$ cat src/design/tcp_receive_reassembly_core_assert.svh
`ifndef TCP_RECEIVE_REASSEMBLY_CORE_ASSERT_SVH
`define TCP_RECEIVE_REASSEMBLY_CORE_ASSERT_SVH

// Same-cycle implication, sampled on clk, ignored while reset is asserted.
`define TRR_ASSERT_NOW(lbl, ante, cons) \
  lbl: assert property (@(posedge clk) disable iff (!rst_n) (ante) |-> (cons)) \
    else $error("reassembly check failed");

// Next-cycle implication, sampled on clk, ignored while reset is asserted.
`define TRR_ASSERT_NEXT(lbl, ante, cons) \
  lbl: assert property (@(posedge clk) disable iff (!rst_n) (ante) |=> (cons)) \
    else $error("reassembly check failed");

`endif

$ cat src/design/trr_pkg.sv
package trr_pkg;

  // Reorder slots held in the mark memory.
  localparam int WINDOW_SLOTS = 64;
  localparam int SLOT_W = (WINDOW_SLOTS > 1) ? $clog2(WINDOW_SLOTS) : 1;
  localparam int DRN_W = $clog2(WINDOW_SLOTS + 1);

  localparam int SEQ_W = 32;
  localparam int SIZE_W = 16;
  localparam int SLOTS_W = 7;
  localparam int LIMIT_W = SIZE_W + SLOTS_W;

  // Configuration register indexes.
  localparam logic [1:0] CFG_SEGMENT_SIZE = 2'd0;
  localparam logic [1:0] CFG_WINDOW_SLOTS = 2'd1;

  localparam logic [SIZE_W-1:0] SEGMENT_SIZE_RST = 16'd1024;
  localparam logic [SLOTS_W-1:0] WINDOW_SLOTS_RST = 7'd64;

  typedef enum logic [1:0] {
    ST_IN_ORDER = 2'd0,
    ST_BUFFERED = 2'd1,
    ST_OLD      = 2'd2,
    ST_BEYOND   = 2'd3
  } status_t;

endpackage

$ cat src/design/tcp_receive_reassembly_core.sv
// TCP receive reassembly core.
// Input channel: in_segment_seq with in_valid/in_stall; one beat per arriving segment.
// Result channel: out_ack_seq, out_status, out_drained_count with out_valid/out_stall;
// exactly one result beat per input beat, in input order.
// Configuration: cfg_we/cfg_index/cfg_wdata write segment_size (0) and window_slots (1);
// write only while the core is idle.
// After reset the core sweeps the 64-entry mark memory, one entry a cycle, and holds
// in_stall high until the sweep is done. expected_seq restarts at zero.
// Steps from input accept to result: an old or beyond-window segment goes straight
// to emit; a buffered segment takes one 32-step serial divider pass for its slot,
// then one mark write; an in-order segment advances and divides the new expected
// number for its slot, then reads and clears each released slot in the mark memory,
// with no read after the 64th release, and divides again whenever the expected
// number wraps past 2^32.
// One item is in work at a time; the next is accepted as soon as the core returns to
// idle, even while the previous result is still held in the output register.
// If the receiver stalls, the result is held stable; a second finished result waits
// inside the core until the first is taken.
module tcp_receive_reassembly_core
  import trr_pkg::*;
(
  input  logic                 clk,
  input  logic                 rst_n,
  input  logic                 cfg_we,
  input  logic [1:0]           cfg_index,
  input  logic [SIZE_W-1:0]    cfg_wdata,
  input  logic                 in_valid,
  output logic                 in_stall,
  input  logic [SEQ_W-1:0]     in_segment_seq,
  output logic                 out_valid,
  input  logic                 out_stall,
  output logic [SEQ_W-1:0]     out_ack_seq,
  output logic [1:0]           out_status,
  output logic [6:0]           out_drained_count
);

  typedef enum logic [2:0] {
    S_CLR, S_IDLE, S_CLS, S_DIV, S_MARK, S_RD, S_CHK, S_EMIT
  } state_t;

  state_t               state_r;
  logic [SIZE_W-1:0]    seg_size_r;
  logic [SLOTS_W-1:0]   win_slots_r;
  logic [SEQ_W-1:0]     exp_r;
  logic [SEQ_W-1:0]     seq_r;
  logic [SLOT_W-1:0]    clr_r;
  logic [DRN_W-1:0]     drn_r;
  logic                 io_r;
  status_t              status_r;
  logic [SEQ_W-1:0]     div_n_r;
  logic [SIZE_W-1:0]    rem_r;
  logic [SLOTS_W-1:0]   acc_r;
  logic [4:0]           cnt_r;
  logic                 out_valid_r;
  logic [SEQ_W-1:0]     out_ack_r;
  status_t              out_status_r;
  logic [6:0]           out_drn_r;

  logic                 marks [WINDOW_SLOTS];
  logic                 mem_q_r;
  logic                 mem_we;
  logic [SLOT_W-1:0]    mem_wa;
  logic                 mem_wd;
  logic                 mem_re;

  logic [SIZE_W-1:0]    size_eff;
  logic [SLOTS_W-1:0]   slots_eff;
  logic [SEQ_W-1:0]     seq_gap;
  logic [LIMIT_W-1:0]   limit;
  logic [SIZE_W:0]      trial;
  logic                 qbit;
  logic [SIZE_W-1:0]    rem_nxt;
  logic [SLOTS_W:0]     acc_t;
  logic [SLOTS_W-1:0]   acc_nxt;
  logic [SLOTS_W:0]     acc_inc;
  logic [SEQ_W:0]       exp_sum;
  logic [SLOT_W-1:0]    slot_idx;
  logic                 in_acc;
  logic                 out_acc;
  logic                 out_load;

  assign size_eff = (seg_size_r == '0) ? SIZE_W'(1) : seg_size_r;

  always_comb begin
    if (win_slots_r == '0) begin
      slots_eff = SLOTS_W'(1);
    end else if (32'(win_slots_r) > WINDOW_SLOTS) begin
      slots_eff = SLOTS_W'(WINDOW_SLOTS);
    end else begin
      slots_eff = win_slots_r;
    end
  end

  assign seq_gap = seq_r - exp_r;
  assign limit   = LIMIT_W'(slots_eff - SLOTS_W'(1)) * LIMIT_W'(size_eff);

  // One restoring-division step; the quotient bit also folds into the slot modulus.
  assign trial   = {rem_r, div_n_r[SEQ_W-1]};
  assign qbit    = (trial >= {1'b0, size_eff});
  assign rem_nxt = qbit ? SIZE_W'(trial - {1'b0, size_eff}) : trial[SIZE_W-1:0];
  assign acc_t   = {acc_r, qbit};
  assign acc_nxt = (acc_t >= {1'b0, slots_eff}) ? SLOTS_W'(acc_t - {1'b0, slots_eff})
                                                : acc_t[SLOTS_W-1:0];
  assign acc_inc = {1'b0, acc_r} + (SLOTS_W+1)'(1);
  assign exp_sum = {1'b0, exp_r} + (SEQ_W+1)'(size_eff);
  assign slot_idx = SLOT_W'(acc_r);

  assign in_stall = (state_r != S_IDLE);
  assign in_acc   = in_valid && !in_stall;
  assign out_acc  = out_valid_r && !out_stall;
  assign out_load = (state_r == S_EMIT) && (!out_valid_r || !out_stall);

  always_comb begin
    mem_we = 1'b0;
    mem_wa = slot_idx;
    mem_wd = 1'b0;
    mem_re = 1'b0;
    case (state_r)
      S_CLR: begin
        mem_we = 1'b1;
        mem_wa = clr_r;
      end
      S_MARK: begin
        mem_we = 1'b1;
        mem_wd = 1'b1;
      end
      S_RD:  mem_re = (drn_r != DRN_W'(WINDOW_SLOTS));
      S_CHK: mem_we = mem_q_r;
      default: ;
    endcase
  end

  always_ff @(posedge clk) begin
    if (mem_we) begin
      marks[mem_wa] <= mem_wd;
    end
    if (mem_re) begin
      mem_q_r <= marks[slot_idx];
    end
  end

  always_ff @(posedge clk) begin
    if (!rst_n) begin
      state_r     <= S_CLR;
      seg_size_r  <= SEGMENT_SIZE_RST;
      win_slots_r <= WINDOW_SLOTS_RST;
      exp_r       <= '0;
      clr_r       <= '0;
      out_valid_r <= 1'b0;
    end else begin
      if (cfg_we) begin
        case (cfg_index)
          CFG_SEGMENT_SIZE: seg_size_r  <= cfg_wdata;
          CFG_WINDOW_SLOTS: win_slots_r <= cfg_wdata[SLOTS_W-1:0];
          default: ;
        endcase
      end

      if (out_load) begin
        out_valid_r  <= 1'b1;
        out_ack_r    <= exp_r - SEQ_W'(size_eff);
        out_status_r <= status_r;
        out_drn_r    <= 7'(drn_r);
      end else if (out_acc) begin
        out_valid_r <= 1'b0;
      end

      case (state_r)
        S_CLR: begin
          clr_r <= clr_r + SLOT_W'(1);
          if (clr_r == SLOT_W'(WINDOW_SLOTS - 1)) begin
            state_r <= S_IDLE;
          end
        end
        S_IDLE: begin
          if (in_acc) begin
            seq_r   <= in_segment_seq;
            state_r <= S_CLS;
          end
        end
        S_CLS: begin
          drn_r <= '0;
          rem_r <= '0;
          acc_r <= '0;
          cnt_r <= '0;
          if (seq_gap == '0) begin
            // advance, then divide the new expected number for its slot
            io_r     <= 1'b1;
            status_r <= ST_IN_ORDER;
            exp_r    <= exp_sum[SEQ_W-1:0];
            div_n_r  <= exp_sum[SEQ_W-1:0];
            state_r  <= S_DIV;
          end else if (!seq_gap[SEQ_W-1] && seq_gap <= SEQ_W'(limit)) begin
            io_r     <= 1'b0;
            status_r <= ST_BUFFERED;
            div_n_r  <= seq_r;
            state_r  <= S_DIV;
          end else if (!seq_gap[SEQ_W-1]) begin
            status_r <= ST_BEYOND;
            state_r  <= S_EMIT;
          end else begin
            status_r <= ST_OLD;
            state_r  <= S_EMIT;
          end
        end
        S_DIV: begin
          rem_r   <= rem_nxt;
          acc_r   <= acc_nxt;
          div_n_r <= {div_n_r[SEQ_W-2:0], 1'b0};
          cnt_r   <= cnt_r + 5'd1;
          if (cnt_r == 5'd31) begin
            state_r <= io_r ? S_RD : S_MARK;
          end
        end
        S_MARK: state_r <= S_EMIT;
        S_RD: begin
          state_r <= (drn_r == DRN_W'(WINDOW_SLOTS)) ? S_EMIT : S_CHK;
        end
        S_CHK: begin
          if (!mem_q_r) begin
            state_r <= S_EMIT;
          end else begin
            drn_r <= drn_r + DRN_W'(1);
            exp_r <= exp_sum[SEQ_W-1:0];
            if (exp_sum[SEQ_W]) begin
              // wrapped past 2^32: the quotient no longer steps by one, divide again
              div_n_r <= exp_sum[SEQ_W-1:0];
              rem_r   <= '0;
              acc_r   <= '0;
              cnt_r   <= '0;
              state_r <= S_DIV;
            end else begin
              acc_r   <= (acc_inc == {1'b0, slots_eff}) ? '0 : acc_inc[SLOTS_W-1:0];
              state_r <= S_RD;
            end
          end
        end
        S_EMIT: begin
          if (out_load) begin
            state_r <= S_IDLE;
          end
        end
        default: state_r <= S_IDLE;
      endcase
    end
  end

  assign out_valid         = out_valid_r;
  assign out_ack_seq       = out_ack_r;
  assign out_status        = out_status_r;
  assign out_drained_count = out_drn_r;

`include "tcp_receive_reassembly_core_assert.svh"

  `TRR_ASSERT_NOW(a_drn_only_in_order, out_valid_r && out_status_r != ST_IN_ORDER, out_drn_r == 7'd0)
  `TRR_ASSERT_NOW(a_drain_bounded, state_r == S_CHK, drn_r < DRN_W'(WINDOW_SLOTS))
  `TRR_ASSERT_NEXT(a_div_exit, state_r == S_DIV, state_r == S_DIV || state_r == S_MARK || state_r == S_RD)
  `TRR_ASSERT_NEXT(a_accept_starts, in_acc, state_r == S_CLS)

endmodule

$ cat config.mk
export PLATFORM = sky130hd
export DESIGN_NAME = tcp_receive_reassembly_core
export DESIGN_NICKNAME = d
export VERILOG_FILES = /design/src/design/trr_pkg.sv /design/src/design/tcp_receive_reassembly_core.sv
export VERILOG_INCLUDE_DIRS = /design/src /design/src/design
export SDC_FILE = /design/constraint.sdc
export NUM_CORES = 1
export LEC_CHECK = 0
export BUFFER_PORTS_ARGS = -buffer_cell sky130_fd_sc_hd__buf_2
export CAP_MARGIN = 20
export CORE_AREA = 2 2 202 204
export CTS_CLUSTER_DIAMETER = 120
export DETAILED_ROUTE_END_ITERATION = 8
export DIE_AREA = 0 0 204 206
export PLACE_DENSITY_LB_ADDON = 0.05
export SLEW_MARGIN = 30
export SYNTH_ARGS = -nofsm -noshare
export SYNTH_HDL_FRONTEND = slang
export SYNTH_SLANG_ARGS = --single-unit
$ cat constraint.sdc
create_clock -name clk -period 25.4 [get_ports clk]
set_input_delay 1.27 -clock clk [delete_from_list [all_inputs] [get_ports clk]]
set_output_delay 1.27 -clock clk [all_outputs]
set_load 0.02 [all_outputs]
== Word level (Yosys, flattened, before mapping) ==
Memories as Yosys holds them, arrays and structs flattened. A register that Yosys moved wholly into a read port is not among the register bits.
Cells that the tools add are included.
Cells by class
  $lt $le $gt $ge: 4
  add/sub/neg operators: 10
  multiplexer cells: 47
  equality and inequality tests: 22
  reductions and logical operators: 32
  $mul: 1
Operators with widths (count)
  $mux W32: 6
  $pmux W32 S3: 1
  $mux W16: 4
  $pmux W32 S2: 1
  $mux W7: 7
  $pmux W16 S3: 1
  $add A32 B16 Y33: 1
  $le A32 B23 Y1: 1
  $logic_not A32 Y1: 1
  $sub A32 B16 Y32: 1
  $sub A32 B32 Y32: 1
  $mux W3: 8
  $pmux W3 S8: 1
  $mul A8 B17 Y23: 1
  $pmux W7 S3: 1
  $ge A17 B16 Y1: 1
  $logic_not A16 Y1: 1
  $sub A16 B16 Y16: 1
  $pmux W5 S3: 1
  $reduce_and A3 Y1: 5
  $ne A2 B2 Y1 const B: 7
  $pmux W7 S2: 1
  $eq A3 B3 Y1 const B: 4
  $mux W1: 11
  33 further kinds: 48
Storage, ports and cells
  logic and storage cells: 135
  flip-flop bits (word level): 208
  output and inout bits: 43
  bits of input ports: 55
  memories kept: 1
  memory bits (writable): 64
Memory list
  marks: words 64, bits a word 1, rd ports 1, clocked after Yosys merged registers in 1, write ports 1, RTL line tcp_receive_reassembly_core.sv:59  | logic marks [WINDOW_SLOTS];

== Longest topological paths before layout ==
  word-level depth: 10
  depth in mapped cells: 40
  mapped depth without buffers: 40

== Least setup slack after synthesis ==
No wires, ideal clock.
  path type: register to register
  start point: reg win_slots_r[3]
  end point: reg div_n_r[0], enable pin
  required time: 24.930 ns
  cell stages (with the launch flop): 40
  clock period less this slack: 10.737 ns
  slack: 14.663 ns
  library setup time: 0.470 ns
  buffers on the path: 1
  data arrival time: 10.267 ns
  path through: dfxtp_1 -> or3_1 -> nor3_1 -> nor2_1 -> nor2_1 -> inv_1 -> ha_1 -> nor4b_1 -> nor2_1 -> clkbuf_1 -> nor2_1 -> fa_1 -> inv_1 -> fa_1 -> inv_1 -> fa_1 -> inv_1 -> fa_1 -> [... 4 more ...] -> a21oi_1 -> o21ai_0 -> a211o_1 -> a31oi_1 -> nor2b_1 -> o21a_1 -> nor2_1 -> xor2_1 -> ha_1 -> nor2b_1 -> o21ai_0 -> nand2b_1 -> a221o_1 -> a21oi_1 -> a41oi_1 -> and2_1 -> or2_2 -> a21boi_0
On the way
  cells in the longest elaborated chain, start to end: 9
  elaborated cells on any way between the ends: 10
  those cells by class: 1 x add/sub; 1 x mul; 2 x order compare; 1 x eq/ne; 2 x mux; 3 x reduce/logical
Ends and longest elaborated chain
  start, declared: RTL line tcp_receive_reassembly_core.sv:43  | logic [SLOTS_W-1:0] win_slots_r;
  start signal, assigned: RTL line tcp_receive_reassembly_core.sv:154  | CFG_WINDOW_SLOTS: win_slots_r <= cfg_wdata[SLOTS_W-1:0];
  $gt A7 B7 Y1: RTL line tcp_receive_reassembly_core.sv:87  | end else if (32'(win_slots_r) > WINDOW_SLOTS) begin
  $mux W7: RTL line tcp_receive_reassembly_core.sv:87
  $mux W7 (*): RTL line tcp_receive_reassembly_core.sv:85  | if (win_slots_r == '0) begin
  $sub A7 B1 Y8 (*): RTL line tcp_receive_reassembly_core.sv:95  | assign limit = LIMIT_W'(slots_eff - SLOTS_W'(1)) * LIMIT_W'(size_eff);
  $mul A8 B17 Y23 (*): RTL line tcp_receive_reassembly_core.sv:95
  $le A32 B23 Y1 (*): RTL line tcp_receive_reassembly_core.sv:193  | end else if (!seq_gap[SEQ_W-1] && seq_gap <= SEQ_W'(limit)) begin
  $logic_and A1 B1 Y1 (*): RTL line tcp_receive_reassembly_core.sv:193
  $ne A3 B3 Y1 (no source line) (*)
  $reduce_and A5 Y1 (no source line) (*)
  end signal, assigned: RTL line tcp_receive_reassembly_core.sv:191  | div_n_r <= exp_sum[SEQ_W-1:0];
  end signal, assigned: RTL line tcp_receive_reassembly_core.sv:196  | div_n_r <= seq_r;
  end signal, assigned: RTL line tcp_receive_reassembly_core.sv:209  | div_n_r <= {div_n_r[SEQ_W-2:0], 1'b0};
  end, declared: RTL line tcp_receive_reassembly_core.sv:50  | logic [SEQ_W-1:0] div_n_r;
Every way passes the cells marked *; elsewhere a longest branch is shown, timed or not.
A chain may end at the register's enable or synchronous reset.

== Worst setup path in the final report ==
  start point: reg win_slots_r[3]
  end point: reg div_n_r[1], enable pin
The elaborated chain is that of the path after synthesis.

==> impl_metrics.csv <==
group,metric,value,unit
outcome,status,"completed",
setup_path,startpoint_type,"flop",
setup_path,end_kind,"flop",
setup_path,timing.rr.start,"win_slots_r[3]",
finish,multi_input_area,12700,sq um
setup_path,path_class,"reg -> reg",
sta,setup_viol,0,
synthesis,yosysUniqueCellTypes,81,
drt,drc,0,
finish,ff_latch_area,7550,sq um
synthesis,synthCells,2278,
grt,antenna_found_initial,0,
die,io-pin-count,98,
sta,rsz0062_at_grt,"no",
clock_network,path_clk_slew,0.06,ns
synthesis,ys.flop_type,"edfxtp_1",
placement,hpwlAfterDp,43700,microns
clock_network,ctsLongestPathBuffers,3,
synthesis,synth_edf_count,208,
clock_network,holdBufCountCts,0,
sta,min_period,9.80,ns
synthesis,synthTopCellsByArea,"edfxtp_1, ha_1, fa_1",
sta,fmax,102,MHz
synthesis,synth.largest_area_cell,"edfxtp_1",
job,cap_viol_max_count,0,
finish,fin_nets,2650,
min_path,hold_depth,0,
setup_path,slowest_stage,"xnor2_1",
setup_path,cp.required,25.65,ns
power_and_ir_drop,powerDensity,70.9,nW/um^2
grt,track_usage,0.281,
drt,drt-initial-drc-count,1382,
finish,fin_util,0.586,
finish,syn_to_final_growth,10.5,%
sta,worst_slew_pin_slew,0.992,ns
sta,skew,0.0321,ns
power_and_ir_drop,p_leak,9.39,nW
finish,antenna_cells,0,
clock_network,cts_sinks,273,
sta,hold_viol_final,0,
placement,post_dp_cell_area,22400,sq um
synthesis,synth-seq-area-share,0.354,
sta,finalCritPeriodShare,0.386,
setup_path,max_stage_delay,0.68,ns
die,die_w,204,microns
die,die_area,42000,sq um
die,rows,74,
die,die_height,206,microns
setup_path,cp_max_fo,19,
drt,vias_per_cell,5.92,
grt,first_global_vias,16488,
placement,routabilityCongestion,0.931,
drt,wire_per_inst,20.1,microns
synthesis,ys_warn_count,0,
finish,drive_above_1_share,0.103,
clock_network,cts_setup_buffers,0,
synthesis,synth-seq-cells,273,
sta,timing.hold.ws,0.442,ns
sta,final_max_slew_viol_count,0,
finish,fillers,3578,
placement,port_buffers,97,
grt,grt-ovfl-total,0,
clock_network,cts.repair.resized,0,
clock_network,htreeDepth,2,
setup_path,r2r_end,"div_n_r[1]",
finish,finalInstanceArea,23600,sq um
synthesis,netlist_area,21300,sq um
setup_path,reg2regPathDepth,38,
sta,relSlewSlack,0.339,
setup_path,ff2ff_setup_slack,15.60,ns
setup_path,crit_arrival,10.05,ns
clock_network,cts_tree,"yes",
min_path,min_path_type,"reg -> reg",
drt,vias,17141,
clock_network,cts_made_buffers,34,
clock_network,cts-root-buf,"clkbuf_16",
synthesis,synthArstFlopShare,0,
drt,ant_nets,0,
synthesis,syn_avg_cell_area,9.36,sq um
sta,fin_tns_setup,0,ns
drt,first_pass_iters,5,
grt,grt_first_pass_wirelength,92000,microns
power_and_ir_drop,ir_worst_vdd,0.0602,mV
clock_network,clk_latency,0.57,ns
die,initial_utilization,0.531,
grt,grt_start_max_net_pins,65,
min_path,min_from,"status_r[1]",
drt,routed_wl,58100,microns
die,core,40200,sq um
min_path,min_to,"out_status[1]",
synthesis,synth_top_cell_area_share,0.293,
[stage by stage]
step	std cells	worst slack (ns)	power, mW
2_1_floorplan	2292	14.66	1.01
3_3_place_gp	2830	15.73	1.15
3_5_place_dp	2833	15.70	1.16
4_1_cts	2894	15.64	1.68
5_1_grt	2894	14.93	1.78
6_report	2894	15.60	1.67
[cell type report]
| cell class | count | area share |
|---|---|---|
| Multi-Input combinational cell | 1695 | 0.537 |
| Sequential cell | 273 | 0.320 |
| Clock buffer | 37 | 0.0370 |
| Inverter | 206 | 0.0328 |
| Timing Repair Buffer | 127 | 0.0313 |
| Tap cell | 532 | 0.0282 |
| Clock inverter | 24 | 0.0133 |
[worst max-delay path by stage]
stage                         startpoint         end  slack [ns]  cells after the start
after floorplan           win_slots_r[3]  div_n_r[0]       14.66                     39
after global placement    win_slots_r[3]  div_n_r[0]       15.73                     37
after detailed placement  win_slots_r[3]  div_n_r[0]       15.70                     38
after CTS                 win_slots_r[3]  div_n_r[0]       15.64                     38
after global routing      win_slots_r[3]  div_n_r[1]       14.93                     38
final                     win_slots_r[3]  div_n_r[1]       15.60                     38
[registers in the layout, indices dropped and copies added (netlist names), 2 cells and up]
signal,count
marks,64
div_n_r,32
exp_r,32
out_ack_seq,32
seq_r,32
rem_r,16
seg_size_r,16
acc_r,7
drn_r,7
out_drained_count,7
win_slots_r,7
clr_r,6
cnt_r,5
state_r,3
out_status,2
status_r,2
[synth_stat cells, types with 8 or more instances]
| cell | number |
|---|---|
| nor2_1 | 262 |
| edfxtp_1 | 208 |
| inv_1 | 203 |
| nand2_1 | 193 |
| ha_1 | 168 |
| a21oi_1 | 148 |
| clkbuf_1 | 104 |
| nand3_1 | 98 |
| xnor2_1 | 95 |
| fa_1 | 90 |
| dfxtp_1 | 65 |
| o21ai_0 | 56 |
| nand4_1 | 49 |
| nor3_1 | 42 |
| mux2i_1 | 40 |
| xor2_1 | 36 |
| a21o_1 | 28 |
| a22oi_1 | 28 |
| nor4_1 | 25 |
| nor2b_1 | 23 |
| and3_1 | 21 |
| mux4_2 | 21 |
| a311oi_1 | 17 |
| o21bai_1 | 17 |
| nand2b_1 | 16 |
| o21a_1 | 15 |
| o211ai_1 | 14 |
| or3_1 | 14 |
| a211oi_1 | 13 |
| nand3b_1 | 11 |
| or2_2 | 10 |
| a21boi_0 | 9 |
| o22ai_1 | 8 |
| o31ai_1 | 8 |
[routing by layer]
| layer | global-route usage | part of all wire | up-vias |
|---|---|---|---|
| met5 | 0 | 0 | - |
| li1 | - | - | 8178 |
| met3 | 0.0475 | 0.059 | 91 |
| met4 | 0.0862 | 0.030 | 0 |
| met1 | 0.387 | 0.45 | 8373 |
| met2 | 0.456 | 0.47 | 499 |
[critical path: cells and delay by family, from the launching register on]
family,cells,cell delay [ns]
AOI/OAI and AO/OA,12,2.79
adders and majority gates,6,2.38
and+or+nand+nor,12,2.04
buffers and inverters,6,1.05
xor gates and xnor gates,2,0.84
DFF,1,0.35
[power breakdown]
group          switching (mW)  internal [mW]  total [mW]
Sequential             0.0340          0.539       0.573
Combinational           0.349          0.237       0.586
Clock                   0.208          0.305       0.512
Total                   0.591           1.08        1.67
[cell families after synthesis]
group           count (synthesis)  synth area share
flops                         273             0.354
compound gates                429             0.132
other cells                     2          0.000352
buf+inv                       324            0.0585
xor+xnor                      131            0.0538
simple gates                  795             0.175
mux                            66            0.0436
fa+ha+maj                     258             0.183
[layout by cell type, fill, tap and decap left out, types with 15 or more instances in the layout]
| master | instances |
|---|---|
| nor2_1 | 260 |
| xor2_1 | 36 |
| ha_1 | 168 |
| nor4_1 | 25 |
| nand2_1 | 193 |
| conb_1 | 16 |
| clkbuf_16 | 34 |
| buf_4 | 27 |
| a311oi_1 | 17 |
| a21oi_1 | 148 |
| inv_1 | 203 |
| edfxtp_1 | 208 |
| nand3_1 | 98 |
| mux2i_1 | 40 |
| o21ai_0 | 56 |
| nor2b_1 | 23 |
| mux4_2 | 21 |
| buf_2 | 97 |
| fa_1 | 90 |
| xnor2_1 | 95 |
| o21a_1 | 15 |
| nand4_1 | 49 |
| a22oi_1 | 28 |
| nand2b_1 | 16 |
| dfxtp_1 | 65 |
| and3_1 | 21 |
| o21bai_1 | 17 |
| nor3_1 | 40 |
| a21o_1 | 28 |
(Power assumes the default switching activity.)
